## src/sv/lsf_pkg.sv

```systemverilog
// ---------------------------------------------------------------------------
// lsf_pkg: shared types and constants
// Status codes, request kinds and the divider handshake structs.
// ---------------------------------------------------------------------------
package lsf_pkg;

	localparam int VAL_W   = 16;
	localparam int DIV_CW  = 4;
	localparam int MAX_RES = 6;
	localparam int K_W     = 3;
	localparam int EXP_W   = 5;
	localparam int DC_W    = 8;
	localparam int PC_W    = 14;

	localparam logic [1:0] KIND_BUILD = 2'd0;
	localparam logic [1:0] KIND_QUERY = 2'd1;
	localparam logic [1:0] KIND_PRIME = 2'd2;

	localparam logic [1:0] ST_OK      = 2'd0;
	localparam logic [1:0] ST_RANGE   = 2'd1;
	localparam logic [1:0] ST_INDEX   = 2'd2;

	typedef struct packed {
		logic             start;
		logic [VAL_W-1:0] dividend;
		logic [VAL_W-1:0] divisor;
	} div_req_t;

	typedef struct packed {
		logic             done;
		logic [VAL_W-1:0] quotient;
	} div_rsp_t;

endpackage

```

## src/sv/lsf_div.sv

```systemverilog
// ---------------------------------------------------------------------------
// lsf_div: restoring divider
// One quotient bit per cycle; done pulses once all VAL_W quotient bits are shifted in.
// ---------------------------------------------------------------------------
module lsf_div
	import lsf_pkg::*;
(
	input  logic     clk,
	input  logic     arst_n,
	input  div_req_t req,
	output div_rsp_t rsp
);

	logic              run_q;
	logic              done_q;
	logic [DIV_CW-1:0] cnt_q;
	logic [VAL_W-1:0]  rem_q;
	logic [VAL_W-1:0]  quo_q;
	logic [VAL_W-1:0]  dvs_q;
	logic [VAL_W:0]    trial;
	logic              fits;

	assign trial = {rem_q, quo_q[VAL_W-1]};
	assign fits  = trial >= {1'b0, dvs_q};

	always_ff @(posedge clk or negedge arst_n) begin
		if (!arst_n) begin
			run_q  <= 1'b0;
			done_q <= 1'b0;
			cnt_q  <= '0;
		end else begin
			done_q <= 1'b0;
			if (req.start) begin
				run_q <= 1'b1;
				cnt_q <= '0;
			end else if (run_q) begin
				cnt_q <= cnt_q + 1'b1;
				if (cnt_q == DIV_CW'(VAL_W - 1)) begin
					run_q  <= 1'b0;
					done_q <= 1'b1;
				end
			end
		end
	end

	always_ff @(posedge clk) begin
		if (req.start) begin
			rem_q <= '0;
			quo_q <= req.dividend;
			dvs_q <= req.divisor;
		end else if (run_q) begin
			rem_q <= fits ? VAL_W'(trial - {1'b0, dvs_q}) : trial[VAL_W-1:0];
			quo_q <= {quo_q[VAL_W-2:0], fits};
		end
	end

	assign rsp.done     = done_q;
	assign rsp.quotient = quo_q;

endmodule

```

## config.mk

```make
export PLATFORM = sky130hd
export DESIGN_NAME = lsf_div
export DESIGN_NICKNAME = d
export VERILOG_FILES = /design/src/sv/lsf_pkg.sv /design/src/sv/lsf_div.sv
export SDC_FILE = /design/constraint.sdc
export NUM_CORES = 1
export LEC_CHECK = 0
export BUFFER_PORTS_ARGS = -buffer_cell sky130_fd_sc_hd__buf_2
export CAP_MARGIN = 10
export CORE_MARGIN = 2
export CORE_UTILIZATION = 56
export DETAILED_ROUTE_END_ITERATION = 12
export HOLD_SLACK_MARGIN = 0.06
export PLACE_DENSITY = 0.77
export SLEW_MARGIN = 20
export SYNTH_ARGS = -nofsm -noshare
export SYNTH_HDL_FRONTEND = slang
export SYNTH_SLANG_ARGS = --single-unit
```

## constraint.sdc

```tcl
create_clock -name clk -period 2.5 [get_ports clk]
set_input_delay 0.25 -clock clk [delete_from_list [all_inputs] [get_ports clk]]
set_output_delay 0.25 -clock clk [all_outputs]
set_load 0.02 [all_outputs]
```

After elaboration in Yosys (flattened, before gate mapping)
Cells that the tools add are included.
{"block": "op_classes", "addsub": 2, "order_cmp": 1, "n_eq_ne": 1, "mux": 11, "n_reduce_logical": 1}
{"cell": "16-bit two-way mux", "n": 3}
{"cell": "17-bit by 16-bit >= comparator with 1-bit output", "n": 1}
{"cell": "16-bit subtractor", "n": 1}
{"cell": "4-bit two-way mux", "n": 2}
{"cell": "1-bit two-way mux", "n": 6}
{"cell": "4-bit by 1-bit adder with 4-bit output, second input constant", "n": 1}
{"cell": "4-bit == test, second input constant", "n": 1}
{"cell": "2-bit nonzero test", "n": 1}
{"block": "word_totals", "reg_bits": 54, "out_inout_bits": 17}

Logic depth before layout (Yosys ltp)
{"block": "logic_depth", "word_depth": 4, "depth_mapped": 11}

Worst setup path after synthesis
OpenSTA, ideal clock, no wires.
{"block": "synth_path", "kind": "reg2reg", "start": "register quo_q[15]", "end": "register rem_q[12]", "t_arrival_ns": 2.205, "required_time_ns": 2.431, "setup_slack_ns": 0.226, "stages_incl_launch_ff": 11, "n_path_buf": 0, "synth_period_minus_slack_ns": 2.274, "path_cell_list": "edfxtp_1 inv_1 ha_1 fa_1 nor2b_1 o31a_1 o31ai_2 a31oi_1 nor3_1 or3b_1 o21ai_1"}
{"block": "synth_via", "elab_chain_cells": 2}
{"element": "start: declaration", "line": "lsf_div.sv:18", "rtl": "logic [VAL_W-1:0] quo_q;"}
{"element": "start signal: assignment", "line": "lsf_div.sv:49", "rtl": "quo_q <= req.dividend;"}
{"element": "start signal: assignment", "line": "lsf_div.sv:53", "rtl": "quo_q <= {quo_q[VAL_W-2:0], fits};"}
{"element": "16-bit subtractor / 17-bit by 16-bit >= comparator with 1-bit output (equally long branches)", "line": "lsf_div.sv:52, lsf_div.sv:24"}
{"element": "16-bit two-way mux *", "line": "lsf_div.sv:52", "rtl": "rem_q <= fits ? VAL_W'(trial - {1'b0, dvs_q}) : trial[VAL_W-1:0];"}
{"element": "end signal: assignment", "line": "lsf_div.sv:52"}
{"element": "end: declaration", "line": "lsf_div.sv:17", "rtl": "logic [VAL_W-1:0] rem_q;"}
Mark *: on every way between the ends. The rest lies on a longest branch, timed or not.
A chain may end at the register's enable or synchronous reset.

Final worst setup path
{"block": "layout_path", "start": "register quo_q[15]", "end": "register rem_q[14]"}
The elaborated chain is that of the path after synthesis.

==> results.md <==
- GP Congestion: 0.880
- Gate Count Post-Synth: 266
- Post-synthesis cell type count: 51
- Pwr Total: 3230 uW
- Core outline area: 0.00507 sq mm
- Peak supply drop: 556 uV
- Via density: 5.54
- Max Root-Sink Buffers: 2
- Proportion of layout cells with a drive suffix above 1: 0.282
- Synth area leader: edfxtp_1
- First-pass GRT wire length: 9.95 mm
- GRT overflow: 0
- Number of I/O port buffers: 51
- GRT Total Usage: 0.214
- Slew Limit Fails: 0
- Die Wd: 76.4 um
- First-pass iteration count of the detailed router: 4
- Synth top cells by count: 32 x edfxtp_1, 22 x nor2_1, 20 x inv_1
- Number of core rows: 26
- Crit path max fanout: 4
- Seq/Total Area, Yosys: 0.487
- Clock transition at the registers of the reported paths: 0.10 ns
- Hold crit path type: input port to register
- H-tree level count: 2
- CP bufs+invs: 1
- Antenna violations before repair: 0
- Power Density: 945 mW/mm^2
- Ys Warns: 0
- IO Pins: 52
- Mapped Area: 0.00294 sq mm
- Area delta synth->final: 16.3%
- DRC Markers: 0
- RSZ-0062 raised after global routing: true
- Worst Path Required: 2.71 ns
- Final wirelength: 5.86 mm
- Critical R2R Launch: quo_q[15]$_DFFE_PP_
- Setup crit end kind: register
- Synth async-reset ratio: 0.111
- Worst-skew pair later-pin latency: 0.32 ns
- Detailed-route via count: 2194
- Inserted Clock Buffers: 5
- Nets: 378
- Final setup viols: 0
- Crit path time final: 2.40 ns
- Final HPWL DP: 4.28 mm
- ANT cells: 0
- Final Hold Violating Endpoints: 0
- Slowest CP cell: edfxtp_1
- CTS root buf: clkbuf_8
- Slew headroom: 0.594
- Largest stage delay, worst path: 0.43 ns
- Hold path depth: 1
- CP startpoint kind: register
- CTS tree: done
- Status: completed
- Worst Tran Pin Value: 0.608 ns
- Number of synthesized flops with an enable pin: 32
- Die extent in y: 76.4 um
- Critical path's top delay family: compound AO/OA/AOI/OAI gates
- Syn_nets: 319
- Critical Path, Cell by Cell: inv_1, ha_1, fa_1, nor2b_2, o31a_1, o31ai_2, a21oi_1, or3_1, xnor2_1, o21ai_1
- Initial cell density of the core: 0.579
- Largest net degree at the start of global routing: 31
- CTS Sinks: 54
- Syn_area_per_cell: 11.0 sq um
- Worst Path Arrival: 2.61 ns
- Vias in the first global route: 2150
- Top-area cell type share of the netlist area: 0.327
- Fmax: 417 MHz
- Total die area: 0.00584 sq mm
- Yosys reg bits: 54
- Final Skew: 0.00986 ns
- Crit path from: quo_q[15]$_DFFE_PP_
- Final hold slack: 0.0982 ns
- Crit share post-route: 0.959
- R2R Setup Slk: 0.10 ns
- Ys flop type: edfxtp_1
- Kind of critical path: register to register
- Worst R2R Path Depth: 10
- Crit path depth: 10
- Avg WL per Cell: 14.8 um
- Initial DRC count: 173
- Worst setup endpoint: rem_q[14]$_SDFFE_PP0P_
- Reg2reg end: rem_q[14]$_SDFFE_PP0P_
- Fillers: 407
- Max cap viols: 0
- Synth area leaders: edfxtp_1 33%, dfxtp_1 11%, ha_1 7.2%, mux2_2 5.8%, dfrtp_1 5.1%
- Core Util, Final: 0.673
- Leakage: 0.00150 uW
- Post-route ant nets: 0
- Count leader, synth: edfxtp_1
==> power by group <==
part	leakage (uW)	switching [uW]	internal (uW)
clock network	0.0000374	299	198
registers	0.000534	131	1120
logic	0.000933	797	680
total	0.00150	1230	2000
==> kinds of logic (layout without fill, tap and decap cells) <==
family                     count (synthesis)  after routing  synth area share
AOI/OAI and AO/OA                         58             58             0.147
xor gates and xnor gates                  13             13            0.0388
adders and majority gates                 18             18            0.0792
buffers and inverters                     31             91            0.0443
DFF                                       54             54             0.487
muxes                                     23             23            0.0848
and+or+nand+nor                           69             69             0.118
==> how the worst min path moves through the flow <==
| stage | to | startpoint | slack [ns] |
|---|---|---|---|
| 2_1_floorplan | cnt_q[0]$_DFFE_PN0P_ | arst_n | -0.05 |
| 3_3_place_gp | cnt_q[3]$_DFFE_PN0P_ | arst_n | 0.08 |
| 3_5_place_dp | cnt_q[2]$_DFFE_PN0P_ | arst_n | 0.08 |
| 4_1_cts | dvs_q[1]$_DFFE_PP_ | req[1] | 0.09 |
| 5_1_grt | dvs_q[2]$_DFFE_PP_ | req[2] | 0.08 |
| 6_report | dvs_q[1]$_DFFE_PP_ | req[1] | 0.1 |
==> routing by layer <==
metal / global-route usage / wire length (um)
met3: 0.0474 / 233
met2: 0.344 / 2770
met4: 0.0818 / 119
met5: 0 / 0
met1: 0.285 / 2740
==> timing repair <==
action | CTS | global route
buffers inserted | 0 | 2
resized for setup | 0 | 3
setup endpoints to repair | 0 | 13
hold buffers | 1 | 0
endpoints found under the hold margin | 6 | 0
==> state kept, by name, summed over array words and instances (netlist names) <==
signal / flops
done_q: 1
dvs_q: 16
cnt_q: 4
quo_q: 16
run_q: 1
rem_q: 16
==> layout by cell type (no fill, tap or decap), types with 2 or more instances in the layout <==
cell / instances
buf_2: 51
edfxtp_1: 32
nor2_1: 21
inv_1: 20
ha_1: 17
dfxtp_1: 16
mux2_2: 15
nand2_1: 11
buf_4: 11
a21oi_1: 9
a211oi_1: 8
mux2i_1: 8
o21ai_0: 8
xor2_1: 8
nand3_1: 7
nand2b_1: 7
dfrtp_1: 6
xnor2_1: 5
clkbuf_8: 5
a31oi_1: 4
nand4_1: 4
nor2b_1: 4
a32oi_1: 4
o21ai_1: 4
nor3_1: 3
a21o_1: 3
o22ai_1: 3
o211ai_1: 2
o31ai_1: 2
o21a_1: 2
or3_1: 2
clkinvlp_4: 2
==> final cells by class <==
| class | instances | area [sq um] | area share |
|---|---|---|---|
| clock buffers | 6 | 72.6 | 0.0212 |
| clock inverters | 2 | 15.0 | 0.00440 |
| inverters | 20 | 75.1 | 0.0220 |
| multi-input cells | 181 | 1390 | 0.406 |
| flip-flops and latches | 54 | 1430 | 0.419 |
| well taps | 70 | 87.6 | 0.0256 |
| repair buffers | 63 | 348 | 0.102 |
==> stage by stage <==
step	worst slack, ns	setup TNS (ns)	area [sq um]	instances
2_1_floorplan	0.226	0	2940	266
3_3_place_gp	0.156	0	3290	385
3_5_place_dp	0.109	0	3290	385
4_1_cts	0.0960	0	3390	394
5_1_grt	-0.0500	-0.121	3420	396
6_report	0.103	0	3420	396
Note: power is estimated with default switching activity, not from simulation.
